`config.mk`:
```
export PLATFORM = sky130hd
export DESIGN_NAME = pwm_pulse_period_meter_flat
export DESIGN_NICKNAME = d
export VERILOG_FILES = /design/src/design/ppm_pkg.sv /design/src/design/ppm_cap_if.sv /design/src/design/ppm_res_if.sv /design/src/design/pwm_pulse_period_meter.sv /design/src/design/ppm_div.sv /design/src/flat_wrapper.sv
export SDC_FILE = /design/constraint.sdc
export NUM_CORES = 1
export LEC_CHECK = 0
export ABC_CLOCK_PERIOD_IN_PS = 21700
export BUFFER_PORTS_ARGS = -buffer_cell sky130_fd_sc_hd__buf_4
export CAP_MARGIN = 20
export CELL_PAD_IN_SITES_DETAIL_PLACEMENT = 1
export CELL_PAD_IN_SITES_GLOBAL_PLACEMENT = 2
export CORE_UTILIZATION = 42
export CTS_CLUSTER_SIZE = 30
export DETAILED_ROUTE_END_ITERATION = 10
export GPL_ROUTABILITY_DRIVEN = 0
export PLACE_DENSITY = 0.95
export SYNTH_ARGS = -nofsm -noshare
export SYNTH_HDL_FRONTEND = slang
export SYNTH_SLANG_ARGS = --single-unit
export TNS_END_PERCENT = 5
```
`constraint.sdc`:
```
create_clock -name i_clk -period 21.7 [get_ports i_clk]
set_clock_uncertainty 0.15 [all_clocks]
set_input_delay 0 -clock i_clk [delete_from_list [all_inputs] [get_ports i_clk]]
set_output_delay 0 -clock i_clk [all_outputs]
set_load 0.02 [all_outputs]
```
`src/design/ppm_pkg.sv`:
```
// Package for the PWM pulse/period meter: codes, widths and constants.
// No dependencies; used by every other design file.
`default_nettype none
package ppm_pkg;

    // Result kind codes (also the phase codes of the measurement cycle)
    localparam logic [1:0] KIND_IGNORED = 2'd0;
    localparam logic [1:0] KIND_PULSE   = 2'd1;
    localparam logic [1:0] KIND_CYCLE   = 2'd2;

    localparam logic [1:0] PH_WAIT  = 2'd0;
    localparam logic [1:0] PH_PULSE = 2'd1;
    localparam logic [1:0] PH_CYCLE = 2'd2;

    // Field widths
    localparam int COUNT_W  = 32;
    localparam int RATE_W   = 32;
    localparam int PERIOD_W = 30;
    localparam int DUTY_W   = 16;

    // Shared divider: 40-bit dividend covers freq*100, 33-bit divisor covers 2*elapsed
    localparam int DIV_NUM_W = 40;
    localparam int DIV_DEN_W = 33;
    localparam int DIV_CNT_W = $clog2(DIV_NUM_W + 1);

    localparam logic [31:0] CLK_HZ_RESET = 32'd168000000;
    localparam logic [29:0] NS_PER_S     = 30'd1000000000;
    localparam logic [15:0] DUTY_MAX     = 16'hFFFF;

    // Divider control, sequencer to divider
    typedef struct packed {
        logic                 start;
        logic [DIV_NUM_W-1:0] num;
        logic [DIV_DEN_W-1:0] den;
    } t_div_req;

endpackage
`default_nettype wire

```
`src/design/ppm_cap_if.sv`:
```
// Capture event channel: valid/ready handshake with the event payload.
// Depends on ppm_pkg for field widths.
`default_nettype none
interface ppm_cap_if;
    logic                         valid;
    logic                         ready;
    logic [ppm_pkg::COUNT_W-1:0]  capture_count;
    logic                         pin_level;

    modport source (output valid, output capture_count, output pin_level, input ready);
    modport sink   (input valid, input capture_count, input pin_level, output ready);
endinterface
`default_nettype wire

```
`src/design/ppm_res_if.sv`:
```
// Measurement result channel: valid/ready handshake with the result payload.
// Depends on ppm_pkg for field widths.
`default_nettype none
interface ppm_res_if;
    logic                          valid;
    logic                          ready;
    logic [1:0]                    result_kind;
    logic                          zero_interval;
    logic [ppm_pkg::RATE_W-1:0]    pulse_rate;
    logic [ppm_pkg::PERIOD_W-1:0]  pulse_period_ns;
    logic [ppm_pkg::RATE_W-1:0]    frequency_hz;
    logic [ppm_pkg::PERIOD_W-1:0]  cycle_period_ns;
    logic [ppm_pkg::DUTY_W-1:0]    duty_percent;

    modport source (output valid, output result_kind, output zero_interval,
                    output pulse_rate, output pulse_period_ns, output frequency_hz,
                    output cycle_period_ns, output duty_percent, input ready);
    modport sink   (input valid, input result_kind, input zero_interval,
                    input pulse_rate, input pulse_period_ns, input frequency_hz,
                    input cycle_period_ns, input duty_percent, output ready);
endinterface
`default_nettype wire

```
`src/design/pwm_pulse_period_meter.sv`:
```
// PWM pulse/period meter: top level with the measurement sequencer.
// Depends on ppm_pkg, ppm_cap_if, ppm_res_if and ppm_div.
//
// Usage:
//   i_cap carries timer capture events (capture_count, pin_level); one
//   transaction per edge. o_res returns exactly one result per event: the
//   kind of event, a zero-interval flag and the held measurements.
//   i_cfg_we/i_cfg_wdata write the timer clock in Hz; write it only while
//   the block is idle.
// Cycle cycle:
//   An event with the pin high in the wait phase takes the reference count.
//   The next event measures pulse width (rate and period), the one after
//   measures the full cycle (frequency, period and duty).
// Sequencing:
//   All divisions run through one shared radix-2 divider, 40 steps plus
//   the registered result each. i_cap.ready is high only while the
//   sequencer is idle.
// Reset (synchronous, active low): phase to wait, all held values to zero,
//   clock register to 168 MHz, no result pending.
// Stall: a result waits in the output register while the next event is
//   taken and computed; the sequencer holds its new result until the output
//   register is free, so nothing is dropped.
`default_nettype none
module pwm_pulse_period_meter (
    input  wire logic        i_clk,
    input  wire logic        i_rst_n,
    ppm_cap_if.sink          i_cap,
    ppm_res_if.source        o_res,
    input  wire logic        i_cfg_we,
    input  wire logic [31:0] i_cfg_wdata
);
    localparam int RW = ppm_pkg::RATE_W;
    localparam int PW = ppm_pkg::PERIOD_W;
    localparam int NW = ppm_pkg::DIV_NUM_W;
    localparam int DW = ppm_pkg::DIV_DEN_W;

    typedef enum logic [4:0] {
        S_IDLE = 5'b00001,
        S_RATE = 5'b00010,
        S_PER  = 5'b00100,
        S_DUTY = 5'b01000,
        S_DONE = 5'b10000
    } t_state;

    t_state r_state, n_state;

    logic [31:0]   r_clk_hz;
    logic [1:0]    r_phase, n_phase;
    logic [31:0]   r_first, n_first;
    logic [1:0]    r_kind, n_kind;          // kind of the event in flight
    logic          r_zero, n_zero;
    logic [RW-1:0] r_rate, n_rate;          // rate just computed
    logic [RW-1:0] r_hpr, n_hpr;            // held pulse rate
    logic [PW-1:0] r_hpp, n_hpp;            // held pulse period
    logic [RW-1:0] r_hfr, n_hfr;            // held frequency
    logic [PW-1:0] r_hcp, n_hcp;            // held cycle period
    logic [15:0]   r_hduty, n_hduty;

    // output register
    logic          r_out_valid, n_out_valid;
    logic [1:0]    r_o_kind;
    logic          r_o_zero;
    logic [RW-1:0] r_o_pr, r_o_fr;
    logic [PW-1:0] r_o_pp, r_o_cp;
    logic [15:0]   r_o_duty;
    logic          out_load;

    ppm_pkg::t_div_req div_req;
    logic              div_done;
    logic [NW-1:0]     div_quot;

    logic          cap_acc;
    logic [31:0]   elapsed;
    logic [NW-1:0] freq_x100;

    assign cap_acc = i_cap.valid && i_cap.ready;
    assign elapsed = i_cap.capture_count - r_first;
    // freq * 100 = freq*64 + freq*32 + freq*4
    assign freq_x100 = {2'b0, r_rate, 6'b0} + {3'b0, r_rate, 5'b0} + {6'b0, r_rate, 2'b0};

    always_comb begin
        n_state     = r_state;
        n_phase     = r_phase;
        n_first     = r_first;
        n_kind      = r_kind;
        n_zero      = r_zero;
        n_rate      = r_rate;
        n_hpr       = r_hpr;
        n_hpp       = r_hpp;
        n_hfr       = r_hfr;
        n_hcp       = r_hcp;
        n_hduty     = r_hduty;
        div_req     = '0;
        out_load    = 1'b0;
        n_out_valid = r_out_valid && !o_res.ready;

        case (r_state)
            S_IDLE: begin
                if (cap_acc) begin
                    n_zero  = 1'b0;
                    n_state = S_DONE;
                    case (r_phase)
                        ppm_pkg::PH_PULSE, ppm_pkg::PH_CYCLE: begin
                            n_kind  = r_phase;
                            n_phase = (r_phase == ppm_pkg::PH_PULSE) ? ppm_pkg::PH_CYCLE
                                                                     : ppm_pkg::PH_WAIT;
                            if (elapsed == '0) begin
                                n_zero = 1'b1;
                            end else begin
                                // rate = clk / (2*elapsed) + 1
                                div_req.start = 1'b1;
                                div_req.num   = NW'(r_clk_hz);
                                div_req.den   = {elapsed, 1'b0};
                                n_state       = S_RATE;
                            end
                        end
                        default: begin
                            // wait phase (unused code 3 behaves the same)
                            n_kind  = ppm_pkg::KIND_IGNORED;
                            n_phase = ppm_pkg::PH_WAIT;
                            if (i_cap.pin_level) begin
                                n_first = i_cap.capture_count;
                                n_phase = ppm_pkg::PH_PULSE;
                            end
                        end
                    endcase
                end
            end
            S_RATE: begin
                if (div_done) begin
                    n_rate        = RW'(div_quot) + 1'b1;
                    div_req.start = 1'b1;
                    div_req.num   = NW'(ppm_pkg::NS_PER_S);
                    div_req.den   = DW'(n_rate);
                    n_state       = S_PER;
                end
            end
            S_PER: begin
                if (div_done) begin
                    if (r_kind == ppm_pkg::KIND_PULSE) begin
                        n_hpr   = r_rate;
                        n_hpp   = PW'(div_quot);
                        n_state = S_DONE;
                    end else begin
                        n_hfr = r_rate;
                        n_hcp = PW'(div_quot);
                        if (r_hpr == '0) begin
                            n_hduty = ppm_pkg::DUTY_MAX;
                            n_state = S_DONE;
                        end else begin
                            div_req.start = 1'b1;
                            div_req.num   = freq_x100;
                            div_req.den   = DW'(r_hpr);
                            n_state       = S_DUTY;
                        end
                    end
                end
            end
            S_DUTY: begin
                if (div_done) begin
                    // saturate the duty quotient at 16 bits
                    n_hduty = (div_quot[NW-1:16] != '0) ? ppm_pkg::DUTY_MAX : div_quot[15:0];
                    n_state = S_DONE;
                end
            end
            S_DONE: begin
                if (!r_out_valid || o_res.ready) begin
                    out_load    = 1'b1;
                    n_out_valid = 1'b1;
                    n_state     = S_IDLE;
                end
            end
            default: begin
                n_state = S_IDLE;
            end
        endcase
    end

    always_ff @(posedge i_clk) begin
        if (!i_rst_n) begin
            r_state     <= S_IDLE;
            r_clk_hz    <= ppm_pkg::CLK_HZ_RESET;
            r_phase     <= ppm_pkg::PH_WAIT;
            r_first     <= '0;
            r_hpr       <= '0;
            r_hpp       <= '0;
            r_hfr       <= '0;
            r_hcp       <= '0;
            r_hduty     <= '0;
            r_out_valid <= 1'b0;
        end else begin
            r_state     <= n_state;
            if (i_cfg_we) begin
                r_clk_hz <= i_cfg_wdata;
            end
            r_phase     <= n_phase;
            r_first     <= n_first;
            r_hpr       <= n_hpr;
            r_hpp       <= n_hpp;
            r_hfr       <= n_hfr;
            r_hcp       <= n_hcp;
            r_hduty     <= n_hduty;
            r_out_valid <= n_out_valid;
        end
        r_kind <= n_kind;
        r_zero <= n_zero;
        r_rate <= n_rate;
        if (out_load) begin
            r_o_kind <= r_kind;
            r_o_zero <= r_zero;
            r_o_pr   <= r_hpr;
            r_o_pp   <= r_hpp;
            r_o_fr   <= r_hfr;
            r_o_cp   <= r_hcp;
            r_o_duty <= r_hduty;
        end
    end

    ppm_div u_div (
        .i_clk   (i_clk),
        .i_rst_n (i_rst_n),
        .i_req   (div_req),
        .o_done  (div_done),
        .o_quot  (div_quot)
    );

    assign i_cap.ready           = (r_state == S_IDLE);
    assign o_res.valid           = r_out_valid;
    assign o_res.result_kind     = r_o_kind;
    assign o_res.zero_interval   = r_o_zero;
    assign o_res.pulse_rate      = r_o_pr;
    assign o_res.pulse_period_ns = r_o_pp;
    assign o_res.frequency_hz    = r_o_fr;
    assign o_res.cycle_period_ns = r_o_cp;
    assign o_res.duty_percent    = r_o_duty;

    // Divider is only launched from idle or on a previous division's completion
    a_div_start: assert property (@(posedge i_clk) disable iff (!i_rst_n)
        div_req.start |-> (r_state == S_IDLE && cap_acc) || div_done)
        else $error("divider started out of sequence");

    // A finished result is never overwritten while the receiver stalls
    a_done_hold: assert property (@(posedge i_clk) disable iff (!i_rst_n)
        (r_state == S_DONE && r_out_valid && !o_res.ready) |=> r_state == S_DONE)
        else $error("result dropped under stall");

    // Phase never takes the unused code
    a_phase_code: assert property (@(posedge i_clk) disable iff (!i_rst_n)
        r_phase != 2'd3)
        else $error("phase reached unused code");

    // Zero interval only reported for measuring events
    a_zero_kind: assert property (@(posedge i_clk) disable iff (!i_rst_n)
        (o_res.valid && o_res.zero_interval) |->
            (o_res.result_kind == ppm_pkg::KIND_PULSE ||
             o_res.result_kind == ppm_pkg::KIND_CYCLE))
        else $error("zero interval on an ignored event");

endmodule
`default_nettype wire

```
`src/design/ppm_div.sv`:
```
// Shared restoring divider, one quotient bit per cycle.
// Depends on ppm_pkg (widths, t_div_req).
`default_nettype none
module ppm_div (
    input  wire logic                          i_clk,
    input  wire logic                          i_rst_n,
    input  wire ppm_pkg::t_div_req             i_req,
    output logic                               o_done,
    output logic [ppm_pkg::DIV_NUM_W-1:0]      o_quot
);
    localparam int NW = ppm_pkg::DIV_NUM_W;
    localparam int DW = ppm_pkg::DIV_DEN_W;
    localparam int CW = ppm_pkg::DIV_CNT_W;

    logic [DW-1:0] r_rem, n_rem;
    logic [NW-1:0] r_quo, n_quo;
    logic [DW-1:0] r_den, n_den;
    logic [CW-1:0] r_cnt, n_cnt;
    logic          r_busy, n_busy;
    logic          r_done, n_done;
    logic [DW:0]   trial;
    logic [DW:0]   diff;

    always_comb begin
        trial  = {r_rem, r_quo[NW-1]};
        diff   = trial - {1'b0, r_den};
        n_rem  = r_rem;
        n_quo  = r_quo;
        n_den  = r_den;
        n_cnt  = r_cnt;
        n_busy = r_busy;
        n_done = 1'b0;
        if (i_req.start) begin
            n_rem  = '0;
            n_quo  = i_req.num;
            n_den  = i_req.den;
            n_cnt  = '0;
            n_busy = 1'b1;
        end else if (r_busy) begin
            if (!diff[DW]) begin
                n_rem = diff[DW-1:0];
                n_quo = {r_quo[NW-2:0], 1'b1};
            end else begin
                n_rem = trial[DW-1:0];
                n_quo = {r_quo[NW-2:0], 1'b0};
            end
            n_cnt = r_cnt + 1'b1;
            if (r_cnt == CW'(NW - 1)) begin
                n_busy = 1'b0;
                n_done = 1'b1;
            end
        end
    end

    always_ff @(posedge i_clk) begin
        if (!i_rst_n) begin
            r_busy <= 1'b0;
            r_done <= 1'b0;
            r_cnt  <= '0;
        end else begin
            r_busy <= n_busy;
            r_done <= n_done;
            r_cnt  <= n_cnt;
        end
        r_rem <= n_rem;
        r_quo <= n_quo;
        r_den <= n_den;
    end

    assign o_done = r_done;
    assign o_quot = r_quo;
endmodule
`default_nettype wire

```
`src/flat_wrapper.sv`:
```
// flat-port wrapper written by rule: the top's interface ports become plain ports
module pwm_pulse_period_meter_flat 
  (i_clk, i_rst_n, i_cfg_we, i_cfg_wdata, i_cap_valid, i_cap_capture_count, i_cap_pin_level, i_cap_ready, o_res_valid, o_res_result_kind, o_res_zero_interval, o_res_pulse_rate, o_res_pulse_period_ns, o_res_frequency_hz, o_res_cycle_period_ns, o_res_duty_percent, o_res_ready);
  ppm_cap_if i_cap_i ();
  ppm_res_if o_res_i ();
  input  wire logic i_clk;
  input  wire logic i_rst_n;
  input  wire logic i_cfg_we;
  input  wire logic [31:0] i_cfg_wdata;
  input wire logic [$bits(i_cap_i.valid)-1:0] i_cap_valid;
  input wire logic [$bits(i_cap_i.capture_count)-1:0] i_cap_capture_count;
  input wire logic [$bits(i_cap_i.pin_level)-1:0] i_cap_pin_level;
  output wire logic [$bits(i_cap_i.ready)-1:0] i_cap_ready;
  output wire logic [$bits(o_res_i.valid)-1:0] o_res_valid;
  output wire logic [$bits(o_res_i.result_kind)-1:0] o_res_result_kind;
  output wire logic [$bits(o_res_i.zero_interval)-1:0] o_res_zero_interval;
  output wire logic [$bits(o_res_i.pulse_rate)-1:0] o_res_pulse_rate;
  output wire logic [$bits(o_res_i.pulse_period_ns)-1:0] o_res_pulse_period_ns;
  output wire logic [$bits(o_res_i.frequency_hz)-1:0] o_res_frequency_hz;
  output wire logic [$bits(o_res_i.cycle_period_ns)-1:0] o_res_cycle_period_ns;
  output wire logic [$bits(o_res_i.duty_percent)-1:0] o_res_duty_percent;
  input wire logic [$bits(o_res_i.ready)-1:0] o_res_ready;
  assign i_cap_i.valid = i_cap_valid;
  assign i_cap_i.capture_count = i_cap_capture_count;
  assign i_cap_i.pin_level = i_cap_pin_level;
  assign i_cap_ready = i_cap_i.ready;
  assign o_res_valid = o_res_i.valid;
  assign o_res_result_kind = o_res_i.result_kind;
  assign o_res_zero_interval = o_res_i.zero_interval;
  assign o_res_pulse_rate = o_res_i.pulse_rate;
  assign o_res_pulse_period_ns = o_res_i.pulse_period_ns;
  assign o_res_frequency_hz = o_res_i.frequency_hz;
  assign o_res_cycle_period_ns = o_res_i.cycle_period_ns;
  assign o_res_duty_percent = o_res_i.duty_percent;
  assign o_res_i.ready = o_res_ready;
  pwm_pulse_period_meter u_core (.i_clk(i_clk), .i_rst_n(i_rst_n), .i_cap(i_cap_i), .o_res(o_res_i), .i_cfg_we(i_cfg_we), .i_cfg_wdata(i_cfg_wdata));
endmodule
```
== Word level (Yosys, flattened, before mapping) ==
Cells that the tools add are included.

* Register bits: 504
* Output and inout port bits: 145
* Word-level logic and storage cells: 112

* Add/subtract/negate cells: 6
* Bitwise gates (word level): 4
* Reductions and logical operators: 20
* Muxes and demuxes: 40
* Equal/unequal tests: 16

{| class="wikitable"
|+ Operators by type and width
! operator !! number
|-
| $mux W74 || 7
|-
| $pmux W74 S3 || 1
|-
| $mux W16 || 5
|-
| $mux W40 || 2
|-
| $logic_not A32 Y1 || 2
|-
| $mux W5 || 9
|-
| $add A40 B34 Y40 || 1
|-
| $add A38 B37 Y39 || 1
|-
| $sub A34 B33 Y34 || 1
|-
| $mux W33 || 1
|-
| $add A32 B1 Y32 const B || 1
|-
| $pmux W16 S2 || 1
|-
| $sub A32 B32 Y32 || 1
|-
| $pmux W5 S5 || 1
|-
| $reduce_bool A24 Y1 || 1
|-
| $mux W1 || 11
|-
| $ne A2 B2 Y1 const B || 5
|-
| $reduce_and A5 Y1 || 2
|-
| $add A6 B1 Y6 const B || 1
|-
| $eq A6 B6 Y1 const B || 1
|-
| $reduce_and A3 Y1 || 2
|-
| $eq A5 B1 Y1 const B || 1
|-
| $eq A5 B2 Y1 const B || 1
|-
| $eq A5 B3 Y1 const B || 1
|-
| other kinds (15) || 26
|}

== Logic depth before layout (Yosys ltp) ==
Gate-level depths: netlist (run 1).

* Word-level depth: 7
* Mapped depth: 24

== Modules after synthesis ==
A second synthesis (run 1) with hierarchy kept.

* Cells, all modules: 2611
* Area total of the unflattened synthesis: 26013.7 um2

{| class="wikitable"
|+ By module, submodules not included
! module !! area an instance (um2) !! instances !! sequential area each (um2) !! cells each
|-
| pwm_pulse_period_meter || 19456.2 || 1 || 9589.2 || 1952
|-
| ppm_div || 6557.5 || 1 || 3012.9 || 659
|}

== Worst setup path after synthesis (run 1) ==
Ideal clock, no wire load.

* Path type: register to register
* Start: register u_core.r_state[1]
* End: register u_core.r_o_cp[0], in the netlist u_core.o_res.cycle_period_ns[0], enable pin
* Stages on the path, launching flop included: 4
* Period minus slack after synthesis: 7.797 ns
* Data required time: 20.887 ns
* Data arrival time: 6.985 ns
* Path slack: 13.903 ns
* Cells stage by stage: dfxtp_1 > nor3_1 > nand3b_1 > nor2b_1

* Longest elaborated chain between the ends: 2

{| class="wikitable"
|+ RTL lines
! element !! RTL line !! text
|-
| start: declaration || pwm_pulse_period_meter.sv:45 || <nowiki>t_state r_state, n_state;</nowiki>
|-
| start signal: assignment || pwm_pulse_period_meter.sv:192 || <nowiki>r_state <= n_state;</nowiki>
|-
| $eq A5 B5 Y1 || pwm_pulse_period_meter.sv:97 || <nowiki>case (r_state)</nowiki>
|-
| $mux W1 || pwm_pulse_period_meter.sv:97 ||
|-
| net u_core.out_load || pwm_pulse_period_meter.sv:66 || <nowiki>logic out_load;</nowiki>
|-
| end signal: assignment || pwm_pulse_period_meter.sv:214 || <nowiki>r_o_cp <= r_hcp;</nowiki>
|-
| end: declaration || pwm_pulse_period_meter.sv:64 || <nowiki>logic [PW-1:0] r_o_pp, r_o_cp;</nowiki>
|}

The timed path passes the listed nets, and every way through them passes these cells.
A chain may end at the register's enable or synchronous reset.

== Worst setup path in the final report (run 1) ==
* Start: register u_core.r_rate[1]
* End: register u_core.u_div.r_quo[38], in the netlist u_core.u_div.o_quot[38], data pin

* Longest elaborated chain between the ends: 7

{| class="wikitable"
|+ RTL lines
! element !! RTL line !! text
|-
| start: declaration || pwm_pulse_period_meter.sv:52 || <nowiki>logic [RW-1:0] r_rate, n_rate;</nowiki>
|-
| start signal: assignment || pwm_pulse_period_meter.sv:207 || <nowiki>r_rate <= n_rate;</nowiki>
|-
| $add A38 B37 Y39 || pwm_pulse_period_meter.sv:79 || <nowiki>assign freq_x100 = {2'b0, r_rate, 6'b0} + {3'b0, r_rate, 5'b0} + {6'b0, r_rate, 2'b0};</nowiki>
|-
| $add A40 B34 Y40 (*) || pwm_pulse_period_meter.sv:79 ||
|-
| $mux W74 (*) || pwm_pulse_period_meter.sv:147 || <nowiki>if (r_hpr == '0) begin</nowiki>
|-
| $mux W74 (*) || pwm_pulse_period_meter.sv:140 || <nowiki>if (r_kind == ppm_pkg::KIND_PULSE) begin</nowiki>
|-
| $mux W74 (*) || pwm_pulse_period_meter.sv:139 || <nowiki>if (div_done) begin</nowiki>
|-
| $pmux W74 S3 (*) || pwm_pulse_period_meter.sv:97 ||
|-
| $mux W40 (*) || ppm_div.sv:33 || <nowiki>if (i_req.start) begin</nowiki>
|-
| net u_core.u_div.n_quo[38] || ppm_div.sv:16 || <nowiki>logic [NW-1:0] r_quo, n_quo;</nowiki>
|-
| end signal: assignment || ppm_div.sv:66 || <nowiki>r_quo <= n_quo;</nowiki>
|-
| end: declaration || ppm_div.sv:16 ||
|}

Mark *: on every way through the listed nets, which the timed path passes. The rest lies on a longest branch.

==> results.sh, run 1 <==
export IMPL_setup_viol=0
export IMPL_cp_required_ps=21930
export IMPL_syn_area_mm2=0.0258
export IMPL_drt_pass1_iter_count=5
export IMPL_die_y_um=250
export IMPL_avgSynthCellArea_um2=9.71
export IMPL_synth_edf_count=251
export IMPL_synthesis_instances=2659
export IMPL_port_buffers=214
export IMPL_drive_above_1_share_pct=13.9
export IMPL_viasPerCell=5.94
export IMPL_num_rows=90
export IMPL_use_met1_pct=36.0
export IMPL_path_clk_slew_ps=60
export IMPL_ctsResizeCount=0
export IMPL_synth_top_family_by_area="compound AO/OA/AOI/OAI gates"
export IMPL_dieWidth_um=250
export IMPL_clockBufferDepth=3
export IMPL_crit_buf_inv=1
export IMPL_die_area_mm2=0.0625
export IMPL_postLayoutCoreUtil_pct=51.4
export IMPL_grtUsageMet2_pct=45.3
export IMPL_max_freq_mhz=162
export IMPL_cellPowerDensity_mw_per_mm2=90.5
export IMPL_drtIter0Drc=1684
export IMPL_synth_nets=2862
export IMPL_yosysWarnings=0
export IMPL_synth_xor_area_share_pct=4.78
export IMPL_grt_pass1_vias=22994
export IMPL_cts_made_buffers=54
export IMPL_synthFlopType="dfxtp_1"
export IMPL_antenna_found_initial=1
export IMPL_final_common_cell="nand2_1"
export IMPL_dp_slack_ps=15600
export IMPL_dp_cells=3537
export IMPL_ir_drop_uv=77.0
export IMPL_start_util_pct=42.6
export IMPL_gr_total_overflow=0
export IMPL_comb_power_share_pct=26.2
export IMPL_remaining_drc_errors=0
export IMPL_p_sw_mw=0.899
export IMPL_clock_latency_ps=630
export IMPL_vias=22374
export IMPL_async_flop_share_pct=0
export IMPL_synthToLayoutAreaGrowth_pct=20.7
export IMPL_period_share_pct=28.5
export IMPL_final_cell_mix="nand2_1 (452), a21oi_1 (285), dfxtp_1 (252), edfxtp_1 (251), buf_4 (236)"
export IMPL_routed_wl_mm=88.0
export IMPL_swShare_pct=31.9
export IMPL_setup_slack_ps=15510
export IMPL_synth_simple_area_share_pct=15.0
export IMPL_crit_family="compound AO/OA/AOI/OAI gates"
export IMPL_nNetsFinal=3140
export IMPL_critPathMaxFanout=6
export IMPL_grtUsageMet3_pct=4.30
export IMPL_yosys_register_bits=504
export IMPL_slew_headroom_pct=25.6
export IMPL_max_cap_viol_count=0
export IMPL_cts_root_buf="clkbuf_16"
export IMPL_clkPwrFrac_pct=34.4
export IMPL_arrival_ps=6420
export IMPL_cts_tree="built"
export IMPL_fin_tns_setup_ps=0
export IMPL_hold_ws_ps=50.8
export IMPL_dpl_hpwl_mm=61.2
export IMPL_grt_busiest_layer="met2"
export IMPL_critPathMaxStageDelay_ps=760
export IMPL_hp_class="input pin to flip-flop"
export IMPL_status="finished, final reports clean"
export IMPL_track_usage_pct=27.5
export IMPL_path_cells="ha_1 > inv_1 > fa_1 > nor2b_1 > o31a_1 > o21ai_0 > nand2b_1 > a21oi_1 > o21bai_1 > a21o_1 > a21oi_1 > xnor2_1 > ha_1 > nand2_1 > o311ai_0 > a221oi_1 > o211a_1 > o31ai_1 > a311o_1 > and4_1 > a211oi_1 > a211o_1"
export IMPL_leakagePower_nw=11.9
export IMPL_core_area_mm2=0.0606
export IMPL_critical_path_class="flip-flop to flip-flop"
export IMPL_clock_sinks=504
export IMPL_slowest_stage="o311ai_0"
export IMPL_io_pins=215
export IMPL_crit_path_end_kind="flip-flop"
export IMPL_internal_power_mw=1.92
export IMPL_synth_compound_area_share_pct=18.4
export IMPL_report_final_slew_viol_count=0
export IMPL_synth_seq_area_share_pct=48.8
export IMPL_synth_area_mux_share_pct=2.77
export IMPL_ant_nets=0
export IMPL_final_cells=3765
export IMPL_rsz0062_at_grt="false"
export IMPL_final_hold_violation_count=0
export IMPL_seqPwrFrac_pct=39.5
export IMPL_wire_per_inst_um=23.4
export IMPL_cts_setup_buffers=0
export IMPL_htree_levels=2
export IMPL_grt_max_degree=122
export IMPL_fin_crit_ps=6190
export IMPL_tightest_slew_ps=1120
export IMPL_cp_start_kind="flip-flop"
export IMPL_ys_types=85
export IMPL_grt_first_pass_wirelength_mm=134
export IMPL_yosys_area_share_adder_pct=6.56
synthesized netlist by cell type (14+ instances only):
| cell | number | share of area (%) |
|---|---|---|
| nand2b_1 | 18 | 0.44 |
| nor2b_1 | 16 | 0.39 |
| a21oi_1 | 285 | 5.5 |
| o221a_2 | 16 | 0.70 |
| edfxtp_1 | 251 | 29 |
| a21o_1 | 53 | 1.5 |
| nor3_1 | 30 | 0.58 |
| and3_1 | 28 | 0.68 |
| nor2_1 | 147 | 2.1 |
| nand2_1 | 452 | 6.6 |
| xor2_1 | 49 | 1.7 |
| mux2i_1 | 68 | 2.6 |
| a22oi_1 | 29 | 0.84 |
| a221o_1 | 29 | 1.1 |
| nor4_1 | 24 | 0.58 |
| a211oi_2 | 29 | 1.4 |
| dfxtp_1 | 253 | 20 |
| o21ai_0 | 91 | 1.8 |
| ha_1 | 129 | 6.3 |
| o211ai_1 | 14 | 0.41 |
| clkbuf_1 | 123 | 1.8 |
| o21a_1 | 22 | 0.64 |
| nand4_1 | 27 | 0.65 |
| a211oi_1 | 18 | 0.52 |
| nand3_1 | 46 | 0.89 |
| xnor2_1 | 90 | 3.1 |
| and2_1 | 17 | 0.41 |
| inv_1 | 107 | 1.6 |
per-stage QoR:
step | cell area, um2 | total power, mW
after floorplan | 25800 | 1.66
after global placement | 28100 | 1.81
after detailed placement | 28100 | 1.84
after CTS | 31200 | 2.82
after global routing | 31200 | 2.94
final | 31200 | 2.82
final timing paths:
kind                                                     from                                    endpoint  slack (ps)  cells after the start
worst min-delay path                  i_cap_capture_count[30]             u_core.r_first[30]$_SDFFE_PN0P_          50                      4
worst max-delay path               u_core.r_rate[1]$_DFFE_PP_           u_core.u_div.o_quot[38]$_DFFE_PP_       15510                     22
worst min register to register  u_core.r_hpp[21]$_SDFFE_PN0P_  u_core.o_res.pulse_period_ns[21]$_DFFE_PP_         280                      0
worst max register to register     u_core.r_rate[1]$_DFFE_PP_           u_core.u_div.o_quot[38]$_DFFE_PP_       15510                     22
area by class of cell:
class / instances / area (um2)
multi-input combinational: 1907 / 12300
clock inverter: 29 / 303
sequential: 504 / 12600
tap: 782 / 978
inverter: 109 / 414
clock buffer: 72 / 1540
fill: 6699 / 29400
antenna: 1 / 2.50
timing repair buffer: 361 / 3020
timing repair:
item | in CTS | in global routing
hold endpoints to repair | 95 | 0
endpoints found under the setup margin | 0 | 0
hold buffers | 125 | 0
worst register-to-register path, stage by stage (launching register included):
cell      delay (ps)
edfxtp_1         470
ha_1             250
inv_1             70
fa_1             390
nor2b_1          200
o31a_1           200
o21ai_0           90
nand2b_1         120
a21oi_1           80
o21bai_1         210
a21o_1           150
a21oi_1           70
xnor2_1          150
ha_1             400
nand2_1          120
o311ai_0         760
a221oi_1         290
o211a_1          290
o31ai_1          510
a311o_1          340
and4_1           260
a211oi_1         100
a211o_1          280
registers in the layout, summed over array words and instances (netlist names), 32 cells and up:
name	cells
u_core.r_hfr	32
u_core.r_first	32
u_core.r_hpr	32
u_core.u_div.r_den	33
u_core.o_res.frequency_hz	32
u_core.o_res.pulse_rate	32
u_core.u_div.r_rem	33
u_core.u_div.o_quot	40
u_core.r_clk_hz	32
u_core.r_rate	32
cell families after synthesis:
family	Yosys count
buffers and inverters	248
and+or+nand+nor	858
muxes	71
adders and majority gates	133
DFF	504
xor gates and xnor gates	140
AOI/OAI and AO/OA	705
power by group through the flow:
| stage | clock network (mW) | logic [mW] | registers [mW] |
|---|---|---|---|
| after CTS | 0.975 | 0.736 | 1.11 |
| after detailed placement | 0 | 0.708 | 1.13 |
| after floorplan | 0 | 0.541 | 1.11 |
| after global placement | 0 | 0.683 | 1.13 |
| after global routing | 1.01 | 0.806 | 1.12 |
| final | 0.969 | 0.738 | 1.11 |
per-layer routing:
layer | vias up | part of all wire (%)
met1 | 11161 | 43
met4 | 0 | 4.2
met3 | 214 | 6.5
li1 | 10184 | -
met2 | 815 | 47
met5 | - | 0
Power figures use the tool's default switching activity.
==> inputs of run 2 (changes only) <==
--- a/config.mk
+++ b/config.mk
@@ -5,16 +5,16 @@
 export SDC_FILE = /design/constraint.sdc
 export NUM_CORES = 1
 export LEC_CHECK = 0
-export ABC_CLOCK_PERIOD_IN_PS = 21700
+export ABC_CLOCK_PERIOD_IN_PS = 5300
 export BUFFER_PORTS_ARGS = -buffer_cell sky130_fd_sc_hd__buf_4
 export CAP_MARGIN = 20
 export CELL_PAD_IN_SITES_DETAIL_PLACEMENT = 1
 export CELL_PAD_IN_SITES_GLOBAL_PLACEMENT = 2
-export CORE_UTILIZATION = 42
+export CORE_UTILIZATION = 35
 export CTS_CLUSTER_SIZE = 30
 export DETAILED_ROUTE_END_ITERATION = 10
 export GPL_ROUTABILITY_DRIVEN = 0
-export PLACE_DENSITY = 0.95
+export PLACE_DENSITY = 0.86
 export SYNTH_ARGS = -nofsm -noshare
 export SYNTH_HDL_FRONTEND = slang
 export SYNTH_SLANG_ARGS = --single-unit
==> constraint.sdc (replaced) <==
create_clock -name i_clk -period 5.3 [get_ports i_clk]
set_clock_uncertainty 0.15 [all_clocks]
set_input_delay 0 -clock i_clk [delete_from_list [all_inputs] [get_ports i_clk]]
set_output_delay 0 -clock i_clk [all_outputs]
set_load 0.02 [all_outputs]
==> results.sh, run 2 (synthesized netlist as in run 1, its figures left out) <==
export IMPL_status="finished, final reports clean"
export IMPL_nNetsFinal=3200
export IMPL_routed_wl_mm=89.9
export IMPL_synthToLayoutAreaGrowth_pct=25.0
export IMPL_cts_tree="built"
export IMPL_hp_class="input pin to flip-flop"
export IMPL_max_cap_viol_count=0
export IMPL_arrival_ps=5360
export IMPL_postLayoutCoreUtil_pct=44.2
export IMPL_viasPerCell=5.55
export IMPL_critPathMaxFanout=6
export IMPL_final_cell_mix="nand2_1 (452), a21oi_1 (281), buf_4 (272), dfxtp_1 (252), edfxtp_1 (251)"
export IMPL_remaining_drc_errors=0
export IMPL_num_rows=99
export IMPL_clock_latency_ps=660
export IMPL_grt_max_degree=141
export IMPL_dieWidth_um=274
export IMPL_cp_start_kind="flip-flop"
export IMPL_clock_sinks=504
export IMPL_ir_drop_uv=364
export IMPL_grt_pass1_vias=22970
export IMPL_port_buffers=214
export IMPL_wire_per_inst_um=22.5
export IMPL_critical_path_class="flip-flop to flip-flop"
export IMPL_max_freq_mhz=195
export IMPL_report_final_slew_viol_count=0
export IMPL_comb_power_share_pct=26.0
export IMPL_start_util_pct=35.4
export IMPL_track_usage_pct=23.5
export IMPL_tightest_slew_ps=1130
export IMPL_core_area_mm2=0.0730
export IMPL_internal_power_mw=8.25
export IMPL_htree_levels=2
export IMPL_largest_reg_flops=40
export IMPL_post_route_cell_area_mm2=0.0323
export IMPL_gr_total_overflow=0
export IMPL_drtIter0Drc=1500
export IMPL_dpl_cell_area_mm2=0.0286
export IMPL_ant_nets=0
export IMPL_die_y_um=274
export IMPL_clkPwrFrac_pct=36.1
export IMPL_path_clk_slew_ps=60
export IMPL_dpl_hpwl_mm=62.2
export IMPL_antenna_found_initial=1
export IMPL_io_pins=215
export IMPL_vias=22198
export IMPL_dp_slack_ps=-48.9
export IMPL_p_sw_mw=3.75
export IMPL_cts_made_buffers=55
export IMPL_final_hold_violation_count=0
export IMPL_setup_slack_ps=167
export IMPL_drive_above_1_share_pct=15.9
export IMPL_setup_viol=0
export IMPL_cp_required_ps=5530
export IMPL_slew_headroom_pct=24.5
export IMPL_cts_root_buf="clkbuf_16"
export IMPL_drt_pass1_iter_count=5
export IMPL_crit_path_end_kind="flip-flop"
export IMPL_fin_crit_ps=5130
export IMPL_seqPwrFrac_pct=37.9
export IMPL_grt_first_pass_wirelength_mm=136
export IMPL_cellPowerDensity_mw_per_mm2=372
export IMPL_hold_ws_ps=40.0
export IMPL_die_area_mm2=0.0749
export IMPL_leakagePower_nw=12.3
export IMPL_n_antenna_cell=0
export IMPL_clockBufferDepth=3
export IMPL_final_common_cell="nand2_1"
export IMPL_period_share_pct=96.9
export IMPL_swShare_pct=31.3
export IMPL_fin_tns_setup_ps=0
## run 2: critical path, cell delays in order, from the launching register on
cell	delay, ps
edfxtp_1	500
ha_1	350
nor2b_2	160
o31a_1	320
o21ai_1	160
nand2b_1	110
a21oi_2	150
o21bai_1	110
a21o_1	210
a21oi_2	150
xnor2_1	140
ha_2	330
a21oi_1	170
o311ai_2	120
buf_4	170
a221oi_4	290
o211a_1	250
o31ai_4	80
a311o_1	300
and4_1	240
and4_1	200
a211o_1	220
## run 2: metal layers
metal	vias up	part of all wire, %	global-route usage [%]
met1	11222	43	30.3
met2	575	49	40.8
met5	-	0	0
li1	10268	-	-
met4	0	2.6	6.78
met3	133	5.1	2.92
## run 2: final cells by class
cell class / instances / area [um2]
sequential: 504 / 12600
tap: 959 / 1200
multi-input combinational: 1907 / 12400
fill: 8042 / 40700
timing repair buffer: 420 / 3590
inverter: 109 / 414
clock inverter: 39 / 563
clock buffer: 65 / 1480
## run 2: path summary, 6_finish.rpt
path | startpoint | endpoint | slack [ps] | cells past startpoint
max reg2reg | u_core.r_rate[2]$_DFFE_PP_ | u_core.u_div.o_quot[38]$_DFFE_PP_ | 170 | 21
min | i_cap_capture_count[31] | u_core.r_first[31]$_SDFFE_PN0P_ | 40 | 4
max | u_core.r_rate[2]$_DFFE_PP_ | u_core.u_div.o_quot[38]$_DFFE_PP_ | 170 | 21
min reg2reg | u_core.r_hcp[0]$_SDFFE_PN0P_ | u_core.o_res.cycle_period_ns[0]$_DFFE_PP_ | 280 | 0
## run 2: through the flow
| stage | power, mW | cells |
|---|---|---|
| final | 12.0 | 4003 |
| after global routing | 12.5 | 4003 |
| after CTS | 12.1 | 3987 |
| after detailed placement | 7.62 | 3742 |
| after global placement | 7.52 | 3742 |
| after floorplan | 6.79 | 2659 |
## run 2: repair_timing
item / 4_1_cts / 5_1_grt
pin swaps: 0 / 7
resized for setup: 2 / 26
endpoints found under the setup margin: 1 / 12
buffers inserted: 0 / 16
hold buffers: 141 / 0
hold endpoints to repair: 102 / 0
## run 2: power groups by stage
stage	combinational, mW	sequential, mW	clock (mW)
after floorplan	2.23	4.56	0
after global placement	2.90	4.61	0
after detailed placement	3.00	4.62	0
after CTS	3.12	4.54	4.40
after global routing	3.42	4.57	4.56
final	3.12	4.55	4.34
